--- src/hw/rtl/sbtoi_pkg.sv ---
// shared types and constants for the swept box time-of-impact block
// used by sbtoi_ctrl, sbtoi_datapath and swept_box_time_of_impact
// no dependencies

package sbtoi_pkg;

    // configuration port
    localparam int CFG_INDEX_W = 1;
    localparam int CFG_DATA_W  = 32;
    localparam logic [CFG_INDEX_W-1:0] REG_STEP_TIME     = 1'b0;
    localparam logic [CFG_INDEX_W-1:0] REG_SPEED_EPSILON = 1'b1;

    localparam logic [31:0] STEP_TIME_RESET     = 32'd1092;
    localparam logic [15:0] SPEED_EPSILON_RESET = 16'd7;

    // field widths
    localparam int AXIS_W  = 2;
    localparam int FIELD_W = 32;
    localparam int TIME_W  = 32;

    // rewound face positions and gaps
    localparam int EDGE_W = 52;

    // one quotient bit per step
    localparam int DIV_STEPS = 32;
    localparam int DIV_CNT_W = $clog2(DIV_STEPS);

    typedef struct packed {
        logic load;
        logic eval;
        logic mul_first;
        logic mul_second;
        logic edge_second;
        logic gap_check;
        logic div_step;
        logic update;
        logic emit;
    } dp_cmd_t;

    typedef struct packed {
        logic ignore;
        logic last_axis;
        logic moving;
        logic has_gap;
        logic saturate;
        logic div_last;
        logic out_free;
    } dp_stat_t;

endpackage

--- src/hw/rtl/sbtoi_ctrl.sv ---
// sequencing state machine for the swept box time-of-impact block
// depends on sbtoi_pkg (command and status structs)

module sbtoi_ctrl (
    input  logic                clk,
    input  logic                rst_n,
    input  logic                in_valid,
    output logic                in_ready,
    input  sbtoi_pkg::dp_stat_t stat,
    output sbtoi_pkg::dp_cmd_t  cmd
);

    localparam logic [3:0] S_IDLE   = 4'd0;
    localparam logic [3:0] S_EVAL   = 4'd1;
    localparam logic [3:0] S_MUL1   = 4'd2;
    localparam logic [3:0] S_MUL2   = 4'd3;
    localparam logic [3:0] S_EDGE2  = 4'd4;
    localparam logic [3:0] S_GAP    = 4'd5;
    localparam logic [3:0] S_DIV    = 4'd6;
    localparam logic [3:0] S_UPDATE = 4'd7;
    localparam logic [3:0] S_FINISH = 4'd8;

    logic [3:0] state_reg;
    logic [3:0] state_next;

    always_ff @(posedge clk or negedge rst_n)
    begin
        if (!rst_n)
        begin
            state_reg <= S_IDLE;
        end
        else
        begin
            state_reg <= state_next;
        end
    end

    assign in_ready = (state_reg == S_IDLE);

    always_comb
    begin
        state_next = state_reg;
        cmd        = '0;
        unique case (state_reg)
            S_IDLE:
            begin
                if (in_valid)
                begin
                    cmd.load   = 1'b1;
                    state_next = S_EVAL;
                end
            end
            S_EVAL:
            begin
                if (stat.ignore)
                begin
                    state_next = S_IDLE;
                end
                else
                begin
                    cmd.eval   = 1'b1;
                    state_next = S_MUL1;
                end
            end
            S_MUL1:
            begin
                if (!stat.moving)
                begin
                    state_next = S_FINISH;
                end
                else
                begin
                    cmd.mul_first = 1'b1;
                    state_next    = S_MUL2;
                end
            end
            S_MUL2:
            begin
                cmd.mul_second = 1'b1;
                state_next     = S_EDGE2;
            end
            S_EDGE2:
            begin
                cmd.edge_second = 1'b1;
                state_next      = S_GAP;
            end
            S_GAP:
            begin
                cmd.gap_check = 1'b1;
                if (!stat.has_gap)
                begin
                    state_next = S_FINISH;
                end
                else if (stat.saturate)
                begin
                    state_next = S_UPDATE;
                end
                else
                begin
                    state_next = S_DIV;
                end
            end
            S_DIV:
            begin
                cmd.div_step = 1'b1;
                if (stat.div_last)
                begin
                    state_next = S_UPDATE;
                end
            end
            S_UPDATE:
            begin
                cmd.update = 1'b1;
                state_next = S_FINISH;
            end
            S_FINISH:
            begin
                if (!stat.last_axis)
                begin
                    state_next = S_IDLE;
                end
                else if (stat.out_free)
                begin
                    cmd.emit   = 1'b1;
                    state_next = S_IDLE;
                end
            end
            default:
            begin
                state_next = S_IDLE;
            end
        endcase
    end

endmodule

--- config.mk ---
export PLATFORM = sky130hd
export DESIGN_NAME = sbtoi_ctrl
export DESIGN_NICKNAME = d
export VERILOG_FILES = /design/src/hw/rtl/sbtoi_pkg.sv /design/src/hw/rtl/sbtoi_ctrl.sv
export SDC_FILE = /design/constraint.sdc
export NUM_CORES = 1
export LEC_CHECK = 0
export BUFFER_PORTS_ARGS = -buffer_cell sky130_fd_sc_hd__buf_2
export CAP_MARGIN = 25
export CELL_PAD_IN_SITES_DETAIL_PLACEMENT = 0
export CELL_PAD_IN_SITES_GLOBAL_PLACEMENT = 1
export CORE_AREA = 2 2 39 41
export DETAILED_ROUTE_END_ITERATION = 16
export DIE_AREA = 0 0 41 43
export PLACE_DENSITY = 0.75
export SYNTH_ARGS = -nofsm -noshare
export SYNTH_HDL_FRONTEND = slang
export SYNTH_SLANG_ARGS = --single-unit
export TNS_END_PERCENT = 20
--- constraint.sdc ---
create_clock -name clk -period 1.84 [get_ports clk]
set_input_delay 0.184 -clock clk [delete_from_list [all_inputs] [get_ports clk]]
set_output_delay 0.184 -clock clk [all_outputs]
set_load 0.02 [all_outputs]
# Word-level counts from Yosys, hierarchy flattened

Cells that the tools add are included.

Input port bits: 10
Register bits: 4
Output and inout port bits: 10
Word-level logic and storage cells: 37

Reduce and logical (&&, ||, !) cells: 2
Equality and inequality tests: 11
Multiplexer cells: 23

Operators by type and width:

| kind               | number |
|---|---|
| $pmux 4 s9         | 1 |
| $mux 4             | 6 |
| $eq 4x3->1 const B | 4 |
| $mux 1             | 15 |
| $eq 4x2->1 const B | 2 |
| $eq 4x1->1 const B | 1 |
| $eq 4x4->1 const B | 1 |
| $logic_not 4->1    | 1 |
| $ne 2x2->1 const B | 2 |
| $ne 3x3->1 const B | 1 |
| $reduce_and 3->1   | 1 |
| $mux 2             | 1 |

# Longest topological paths before layout

Gate-level depths: netlist (run 1).

Word-level depth: 3
Gate-level depth with buffers: 4
Depth with buffers taken out: 3

# Least setup slack after synthesis (run 1)

No wires, ideal clock.

Path type: reg2out
From: reg state_reg[2]
To: out cmd[7] (netlist name)
Arrival time: 1272 ps
Path buffers: 1
Data required time: 1656 ps
Path slack: 384 ps
Cell stages (with the launch flop): 3
Cells stage by stage: dfrtp_1 -> buf_4 -> nor4_1

RTL lines:

| item                   | RTL line         | source |
|---|---|---|
| start, declared        | sbtoi_ctrl.sv:23 | `logic [3:0] state_reg;` |
| start signal, assigned | sbtoi_ctrl.sv:34 | `state_reg <= state_next;` |
| end, declared          | sbtoi_ctrl.sv:10 | `output sbtoi_pkg::dp_cmd_t cmd` |

==> impl_metrics.json, run 1 <==
{
  "synth_top_area_share_pct": 28.1,
  "grt_pass1_wl_um": 1390,
  "crit_required_ns": 1.66,
  "placementRows": 14,
  "drt_iter0_markers": 2,
  "antenna_cells": 0,
  "routedWlPerCell_um": 11.1,
  "die_h_um": 43,
  "grt_max_degree": 12,
  "vias": 402,
  "multi_input_area_um2": 218,
  "hold_viol": 0,
  "nNetsFinal": 77,
  "power_leakage_nw": 0.242,
  "cts_tree": "done",
  "antenna_found_initial": 0,
  "max-cap-violations": 0,
  "fin_area_um2": 480,
  "grt_use_total_pct": 11.5,
  "r2r_slack_ns": 0.60,
  "start_util_pct": 25.8,
  "syn_to_final_growth_pct": 34.7,
  "layout_min_cycle_time_ns": 1.65,
  "post_cts_buffers": 0,
  "seqCellArea_um2": 100,
  "netlist_instances": 45,
  "rsz0062_at_grt": "false",
  "post-route-drc-count": 0,
  "port_buffers": 19,
  "root_buffer": "clkbuf_4",
  "avgSynthCellArea_um2": 7.92,
  "cts_resized": 0,
  "synth_top_cell_by_area": "dfrtp_1",
  "yosys_warnings": 0,
  "worstHoldEndpoint": "state_reg[3]$_DFFE_PN0P_",
  "reg2reg_from": "state_reg[2]$_DFFE_PN0P_",
  "numCtsBuffers": 3,
  "via_per_inst": 4.96,
  "synth_cell_type_count": 25,
  "end_kind": "output pin",
  "finalSetupViolations": 0,
  "core_area_um2": 1380,
  "ys_top_cells_by_area": "dfrtp_1 28%, nor3_1 7.0%, nor4_4 6.0%",
  "ys_ff_latch": 4,
  "worstHoldPathType": "in2reg",
  "yosysSeqAreaShare_pct": 28.1,
  "fin_crit_sh_pct": 89.6,
  "cts_max_level": 1,
  "setup_tns_ns": 0,
  "dieWidth_um": 41,
  "power.density_nw_per_um2": 1520,
  "worstSetupStartpointType": "register",
  "worstPathArrival_ns": 1.47,
  "hold_depth": 2,
  "ir_drop_v": 0.000329,
  "fmax_mhz": 606,
  "largest_reg_flops": 4,
  "drt_pass1_iterations": 2,
  "overflow": 0,
  "setup.worst_path.start": "state_reg[1]$_DFFE_PN0P_",
  "skew_ns": 0.000240,
  "path_class": "reg2out",
  "cts.sink_count": 4,
  "dpl.hpwl_um": 674,
  "ant_nets": 0,
  "grt_pass1_vias": 340,
  "io_pins": 20,
  "dpl_cell_area_um2": 448,
  "slew_violations": 0,
  "synth_area_um2": 357,
  "status": "completed",
  "place.gp.congestion": 0.706,
  "worst_slew_pin_slew_ns": 0.383,
  "cts.path.max_buffers": 2,
  "crit_path_max_fanout": 11,
  "n_fill_cell": 151,
  "dieArea_um2": 1760,
  "drive_gt1_share_pct": 40.0,
  "synth_nets": 55,
  "timing.rr.end": "state_reg[1]$_DFFE_PN0P_",
  "worstHoldStart": "stat[0]",
  "drt_wl_total_um": 896,
  "clkTransAtPathRegs_ns": 0.04,
  "whs_ns": 0.177,
  "slew_headroom_pct": 74.5,
  "worst_r2r_path_depth": 4,
  "clk_latency_ns": 0.23
}
## layer usage
layer	wire (um)	track usage [%]
met1	387	14.3
met2	488	18.1
met3	20	4.71
met4	0	2.00
met5	0	0
## layout by cell type, fill, tap and decap left out, drive strengths merged
master,instances
nor2b,1
nor4,2
o21ai,1
o22ai,1
nand2,4
nor2,4
o22a,1
a21oi,2
dfrtp,4
a211oi,2
nand3,1
and2,2
or2,1
a22oi,1
dlygate4sd3,1
and2b,1
a31oi,1
a21o,1
buf,20
clkbuf,3
inv,2
nor3,6
nand2b,3
## cells in the mapped netlist
cell / number
nor3_2: 1
a31oi_1: 1
nor4_4: 1
nand3_1: 1
o21ai_0: 1
nor3_1: 5
nor2b_2: 1
a21oi_1: 2
buf_2: 1
nor2_1: 4
inv_1: 2
buf_6: 1
and2_1: 2
or2_1: 1
a211oi_1: 2
a22oi_1: 1
buf_4: 2
o22a_1: 1
nor4_1: 1
nand2_1: 4
nand2b_1: 3
dfrtp_1: 4
o22ai_1: 1
and2b_1: 1
a21o_1: 1
## worst max-delay path: stages (launching register included)
cell,delay (ns)
dfrtp_1,0.56
nor2b_2,0.29
nand2_1,0.07
nor3_1,0.13
buf_2,0.19
## stage by stage
step	power, W	std cells	utilization [%]	worst slack (ns)
global route	0.000803	81	34.7	0.0180
finish	0.000730	81	34.7	0.191
floorplan	0.000541	45	-	0.384
CTS	0.000740	81	34.7	0.178
global placement	0.000626	77	32.4	0.415
detailed placement	0.000627	77	32.4	0.433
## kinds of logic after synthesis
family                 synth area share (%)
flip-flops                             28.1
AND/OR/NAND/NOR                        42.5
buffers and inverters                  10.9
AO/OA/AOI/OAI                          18.6
## worst max path at each step
| stage | endpoint | slack (ns) | cells past startpoint |
|---|---|---|---|
| after floorplan | cmd[7] | 0.38 | 2 |
| after global placement | cmd[6] | 0.41 | 4 |
| after CTS | cmd[6] | 0.18 | 4 |
| after detailed placement | cmd[6] | 0.43 | 4 |
| final | cmd[6] | 0.19 | 4 |
| after global routing | cmd[6] | 0.02 | 4 |
## cell type report
type                       instances  area share (%)
clock buffer                       3            4.69
inverter                           2            1.56
multi-input combinational         35            45.3
sequential                         4            20.8
tap                               16            4.17
timing repair buffer              21            23.4
## power breakdown
group	total [W]	internal, W	switching (W)
clock network	0.000105	0.0000728	0.0000327
logic	0.000388	0.000175	0.000213
registers	0.000236	0.000124	0.000112
total	0.000730	0.000372	0.000358
## what timing repair did
action | in CTS | in global routing
endpoints found under the hold margin | 4 | 0
setup endpoints to repair | 0 | 0
hold buffers | 1 | 0
(Power assumes the default switching activity.)
==> run 2: changes to the inputs <==
CORE_AREA = default   (was 2 2 39 41)
CORE_MARGIN = 2   (was default)
CORE_UTILIZATION = 27   (was default)
DIE_AREA = default   (was 0 0 41 43)
PLACE_DENSITY = default   (was 0.75)
PLACE_DENSITY_LB_ADDON = 0.1   (was default)
clock period = 1.6 ns   (was 1.84 ns; I/O delays follow)
==> run 2 against run 1 <==
  * Design area up 2.9%
  * Worst hold slack got worse by 0.034 ns
  * Count of clock-buffer cells in the layout stayed put
  * Routed wire length shrank 0.33%
  * Critical endpoint is now cmd[7]
==> impl_metrics.json, run 2 (synthesized netlist as in run 1, its figures left out) <==
{
  "place_ws_ns": 0.219,
  "layout_commonest_cell": "buf_2",
  "cts.sink_count": 4,
  "overflow": 0,
  "worstHoldPathType": "in2reg",
  "place.gp.congestion": 0.728,
  "grt_use_total_pct": 12.5,
  "end_kind": "output pin",
  "syn_to_final_growth_pct": 38.6,
  "io_pins": 20,
  "dpl.hpwl_um": 692,
  "rsz0062_at_grt": "false",
  "vias": 372,
  "grt_pass1_wl_um": 1370,
  "n_fill_cell": 150,
  "ant_nets": 0,
  "setup_tns_ns": 0,
  "worst_slew_pin_slew_ns": 0.290,
  "clk_latency_ns": 0.23,
  "worstSetupStartpointType": "register",
  "hold_depth": 2,
  "root_buffer": "clkbuf_4",
  "drt_pass1_iterations": 2,
  "fin_crit_sh_pct": 93.6,
  "die_h_um": 40.3,
  "worstPathArrival_ns": 1.34,
  "worstHoldEndpoint": "state_reg[3]$_DFFE_PN0P_",
  "max-cap-violations": 0,
  "start_util_pct": 28.1,
  "cts.path.max_buffers": 2,
  "ir_drop_v": 0.000426,
  "cts_max_level": 1,
  "timing.rr.end": "state_reg[1]$_DFFE_PN0P_",
  "antenna_cells": 0,
  "clkTransAtPathRegs_ns": 0.04,
  "reg2reg_from": "state_reg[2]$_DFFE_PN0P_",
  "largest_reg_flops": 4,
  "nNetsFinal": 78,
  "antenna_found_initial": 0,
  "layout_min_cycle_time_ns": 1.50,
  "dieWidth_um": 40.3,
  "dieArea_um2": 1630,
  "crit_path_max_fanout": 11,
  "fmax_mhz": 668,
  "worstHoldStart": "stat[0]",
  "slew_headroom_pct": 80.7,
  "drt_wl_total_um": 893,
  "skew_ns": 0.00311,
  "routedWlPerCell_um": 11.0,
  "placementRows": 13,
  "grt_pass1_vias": 325,
  "path_class": "reg2out",
  "hold_viol": 0,
  "r2r_slack_ns": 0.39,
  "core_area_um2": 1270,
  "cts_tree": "done",
  "finalSetupViolations": 0,
  "crit_required_ns": 1.44,
  "power_leakage_nw": 0.246,
  "grt_max_degree": 12,
  "final_cell_mix": "19 x buf_2, 5 x nor3_1, 4 x nor2_1, 4 x nand2_1",
  "power.density_nw_per_um2": 1760,
  "setup_ws_ns": 0.103,
  "drive_gt1_share_pct": 43.9,
  "status": "completed",
  "post-route-drc-count": 0,
  "drt_iter0_markers": 2,
  "worst_r2r_path_depth": 4,
  "via_per_inst": 4.59,
  "numCtsBuffers": 3,
  "port_buffers": 19,
  "slew_violations": 0
}
==> run 2: changes by cell type in the layout (fill, tap and decap cells not counted) <==
cell,change
buf_4,+1
dfrtp_1,-2
dfrtp_2,+2
nor2b_2,-1
nor2b_4,+1
==> run 2: where the power goes <==
group	internal (W)	leakage [nW]	switching (W)	total, W
clock	0.0000836	0.0138	0.0000371	0.000121
sequential	0.000148	0.0490	0.000119	0.000267
combinational	0.000219	0.183	0.000262	0.000481
total	0.000450	0.246	0.000419	0.000869
==> run 2: final cells by class <==
type / count / area [um2] / area share [%]
repair buffers: 22 / 120 / 24.3
inverters: 2 / 7.51 / 1.52
multi-input cells: 35 / 223 / 45.1
flip-flops and latches: 4 / 103 / 20.8
well taps: 15 / 18.8 / 3.80
clock buffers: 3 / 22.5 / 4.56
==> run 2: worst max-delay path, cell delays in order (launching register included) <==
cell and delay (ns):
dfrtp_2 0.48, nand2b_1 0.23, nor4_1 0.18, buf_2 0.21
==> run 2: timing repair <==
action,CTS,global route
resized for setup,1,2
hold buffers,1,0
setup buffers,0,0
endpoints found under the hold margin,4,0
setup endpoints to repair,1,3
==> run 2: worst max-delay path by stage <==
stage,start,endpoint,slack [ns],cells past startpoint
finish,state_reg[1]$_DFFE_PN0P_,cmd[7],0.10,3
global route,state_reg[1]$_DFFE_PN0P_,cmd[6],0.02,4
CTS,state_reg[0]$_DFFE_PN0P_,cmd[7],0.04,3
detailed placement,state_reg[1]$_DFFE_PN0P_,cmd[6],0.22,4
global placement,state_reg[1]$_DFFE_PN0P_,cmd[6],0.23,4
floorplan,state_reg[2]$_DFFE_PN0P_,cmd[7],0.17,2
==> run 2: stage by stage <==
stage	hold slack [ns]	power, W	utilization, %	cell area (um2)	cells
6_report	0.143	0.000869	39.0	494	81
5_1_grt	0.145	0.000947	39.0	494	81
4_1_cts	0.140	0.000869	38.5	488	81
3_5_place_dp	-0.0344	0.000739	35.8	454	77
3_3_place_gp	-0.0335	0.000746	35.8	454	77
2_1_floorplan	-0.136	0.000622	-	357	45
==> run 2: routing by layer <==
layer  wire [um]  track usage, %
met1         396            16.6
met2         459            21.4
met3          37            1.67
met4           0            2.50
met5           0               0
==> run 3: changes to the inputs <==
ABC_AREA = 1   (was default)
CORE_UTILIZATION = 24   (was 27)
REMOVE_ABC_BUFFERS = 1   (was default)
==> run 3 against run 2 <==
  * Clock power is 8% higher
  * Setup slack gained 0.046 ns
  * Register-to-register slack better by 0.09 ns
  * Synthesized cell count up 24%
  * Design area down 3.5%
  * Critical path type unchanged
  * Sequential power fell by 24%
  * Total power down 3.2%
  * Global-route usage fell by 0.35 points
  * Count of clock-buffer cells in the layout stayed put
  * Maximum frequency rose by 3.2%
==> impl_metrics.json, run 3 <==
{
  "grt_pass1_wl_um": 1310,
  "io_pins": 20,
  "start_util_pct": 25.4,
  "crit_path_max_fanout": 5,
  "synth_top_cell_by_area": "dfrtp_1",
  "netlist_instances": 56,
  "fmax_mhz": 689,
  "reg2reg_from": "state_reg[0]$_DFFE_PN0P_",
  "ys_top_cells_by_area": "dfrtp_1 30%, inv_1 15%, nand3_1 14%",
  "yosys.area_share.adder_pct": 0,
  "cp_top_family": "flip-flops",
  "vias": 428,
  "rsz0062_at_grt": "false",
  "critPathMaxStageDelay_ns": 0.42,
  "synth_top_area_share_pct": 30.3,
  "nNetsFinal": 91,
  "crit_required_ns": 1.44,
  "synth_area_um2": 330,
  "worstHoldStart": "stat[3]",
  "hold_depth": 3,
  "synthMuxAreaShare_pct": 0,
  "post_cts_buffers": 0,
  "power_leakage_nw": 0.320,
  "worst_r2r_path_depth": 7,
  "layout_commonest_cell": "buf_2",
  "synth_xor_xnor_area_share_pct": 0,
  "synth_ff_type": "dfrtp_1",
  "yosys_warnings": 0,
  "numCtsBuffers": 3,
  "layout_min_cycle_time_ns": 1.45,
  "setup_tns_ns": 0,
  "synth_compound_area_share_pct": 0,
  "largest_reg_flops": 4,
  "clk_latency_ns": 0.24,
  "grt_pass1_vias": 328,
  "synth_edf_count": 0,
  "ir_drop_v": 0.000517,
  "via_per_inst": 4.55,
  "place.gp.congestion": 0.725,
  "synth_cell_type_count": 10,
  "crit_buf_inv": 3,
  "dpl_cell_area_um2": 444,
  "synth_top_family_by_area": "simple AND/OR/NAND/NOR gates",
  "root_buffer": "clkbuf_4",
  "r2r_slack_ns": 0.48,
  "n_fill_cell": 161,
  "yosysMostFrequentCell": "inv_1",
  "ys_ff_latch": 4,
  "synth-simple-area-share_pct": 54.9,
  "status": "completed",
  "async_reset_ff_share_pct": 100,
  "cts_tree": "done",
  "cp_cell_sequence": "inv_1 -> nand2_1 -> nor2_1 -> nand2_1 -> inv_1 -> buf_2",
  "port_buffers": 19,
  "grt_max_degree": 7,
  "drive_gt1_share_pct": 31.6,
  "routedWlPerCell_um": 9.51,
  "slew_headroom_pct": 84.8,
  "fin_area_um2": 477,
  "antenna_found_initial": 0,
  "skew_ns": 0.00665,
  "dieArea_um2": 1690,
  "yosysSeqAreaShare_pct": 30.3,
  "cts_max_level": 1,
  "final_cell_mix": "19 x buf_2, 13 x inv_1, 12 x nor2_1",
  "worstHoldEndpoint": "state_reg[2]$_DFFE_PN0P_",
  "finalPower_w": 0.000841,
  "cts.path.max_buffers": 2,
  "critPathSlowestCell": "dfrtp_1",
  "dieWidth_um": 41.1,
  "avgSynthCellArea_um2": 5.90,
  "overflow": 0,
  "synth_common_cells": "13 x inv_1, 12 x nor2_1, 10 x nand2_1",
  "cts.sink_count": 4,
  "worst_slew_pin_slew_ns": 0.227,
  "finalSetupViolations": 0,
  "worstHoldPathType": "in2reg",
  "worstPathArrival_ns": 1.29,
  "hold_viol": 0,
  "dpl.hpwl_um": 760,
  "max-cap-violations": 0,
  "die_h_um": 41.1,
  "slew_violations": 0,
  "ant_nets": 0,
  "post-route-drc-count": 0,
  "drt_wl_total_um": 894,
  "syn_to_final_growth_pct": 44.3,
  "fin_crit_sh_pct": 90.7,
  "timing.rr.end": "state_reg[0]$_DFFE_PN0P_",
  "core_area_um2": 1300,
  "end_kind": "output pin",
  "worstSetupStartpointType": "register",
  "path_class": "reg2out",
  "clkTransAtPathRegs_ns": 0.04,
  "drt_pass1_iterations": 4,
  "power.density_nw_per_um2": 1770,
  "placementRows": 13,
  "antenna_cells": 0,
  "drt_iter0_markers": 15,
  "grt_use_total_pct": 12.2
}
## run 3: area by class of cell
type	count	area (um2)	share of cell area (%)
inverter	13	48.8	10.2
tap	15	18.8	3.94
multi-input combinational	39	181	38.1
sequential	4	100	21.0
timing repair buffer	20	105	22.0
clock buffer	3	22.5	4.72
## run 3: stage by stage
| step | instances | setup WS, ns | hold slack (ns) | util (%) |
|---|---|---|---|---|
| floorplan | 56 | 0.410 | -0.136 | - |
| global placement | 90 | 0.362 | -0.0336 | 34.1 |
| detailed placement | 90 | 0.394 | -0.0322 | 34.1 |
| CTS | 94 | 0.141 | 0.214 | 36.6 |
| global route | 94 | 0.0252 | 0.231 | 36.6 |
| finish | 94 | 0.149 | 0.214 | 36.6 |
## run 3: worst min-delay path, cell delays in order
cell     delay, ns
buf_2         0.10
nand2_1       0.09
nand3_1       0.08
## run 3: worst max path at each step
| stage | start | end | slack, ns | depth (start not counted) |
|---|---|---|---|---|
| after floorplan | state_reg[3]$_DFFE_PN0P_ | cmd[4] | 0.41 | 3 |
| after global placement | state_reg[1]$_DFFE_PN0P_ | cmd[7] | 0.36 | 6 |
| after detailed placement | state_reg[0]$_DFFE_PN0P_ | cmd[8] | 0.39 | 4 |
| after CTS | state_reg[0]$_DFFE_PN0P_ | cmd[8] | 0.14 | 4 |
| after global routing | state_reg[1]$_DFFE_PN0P_ | cmd[8] | 0.03 | 4 |
| final | state_reg[1]$_DFFE_PN0P_ | cmd[7] | 0.15 | 6 |
## run 3: kinds of logic (layout without fill, tap and decap cells)
| family | after synthesis | in the layout |
|---|---|---|
| flip-flops | 4 | 4 |
| AND/OR/NAND/NOR | 39 | 39 |
| buffers and inverters | 13 | 36 |
## run 3: what timing repair did
item / CTS / global route
hold buffers: 1 / 0
gates resized for setup: 0 / 0
hold endpoints to repair: 4 / 0
## run 3: routing by layer
| layer | vias up | wire length, um | track usage, % |
|---|---|---|---|
| li1 | 217 | - | - |
| met1 | 191 | 396 | 14.4 |
| met2 | 18 | 412 | 20.7 |
| met3 | 2 | 74 | 3.26 |
| met4 | 0 | 10 | 4.84 |
| met5 | - | 0 | 0 |
## run 3: power breakdown
| group | leakage, nW | internal, W | switching, W |
|---|---|---|---|
| Sequential | 0.0524 | 0.000146 | 0.0000583 |
| Combinational | 0.254 | 0.000164 | 0.000343 |
| Clock | 0.0138 | 0.0000842 | 0.0000463 |
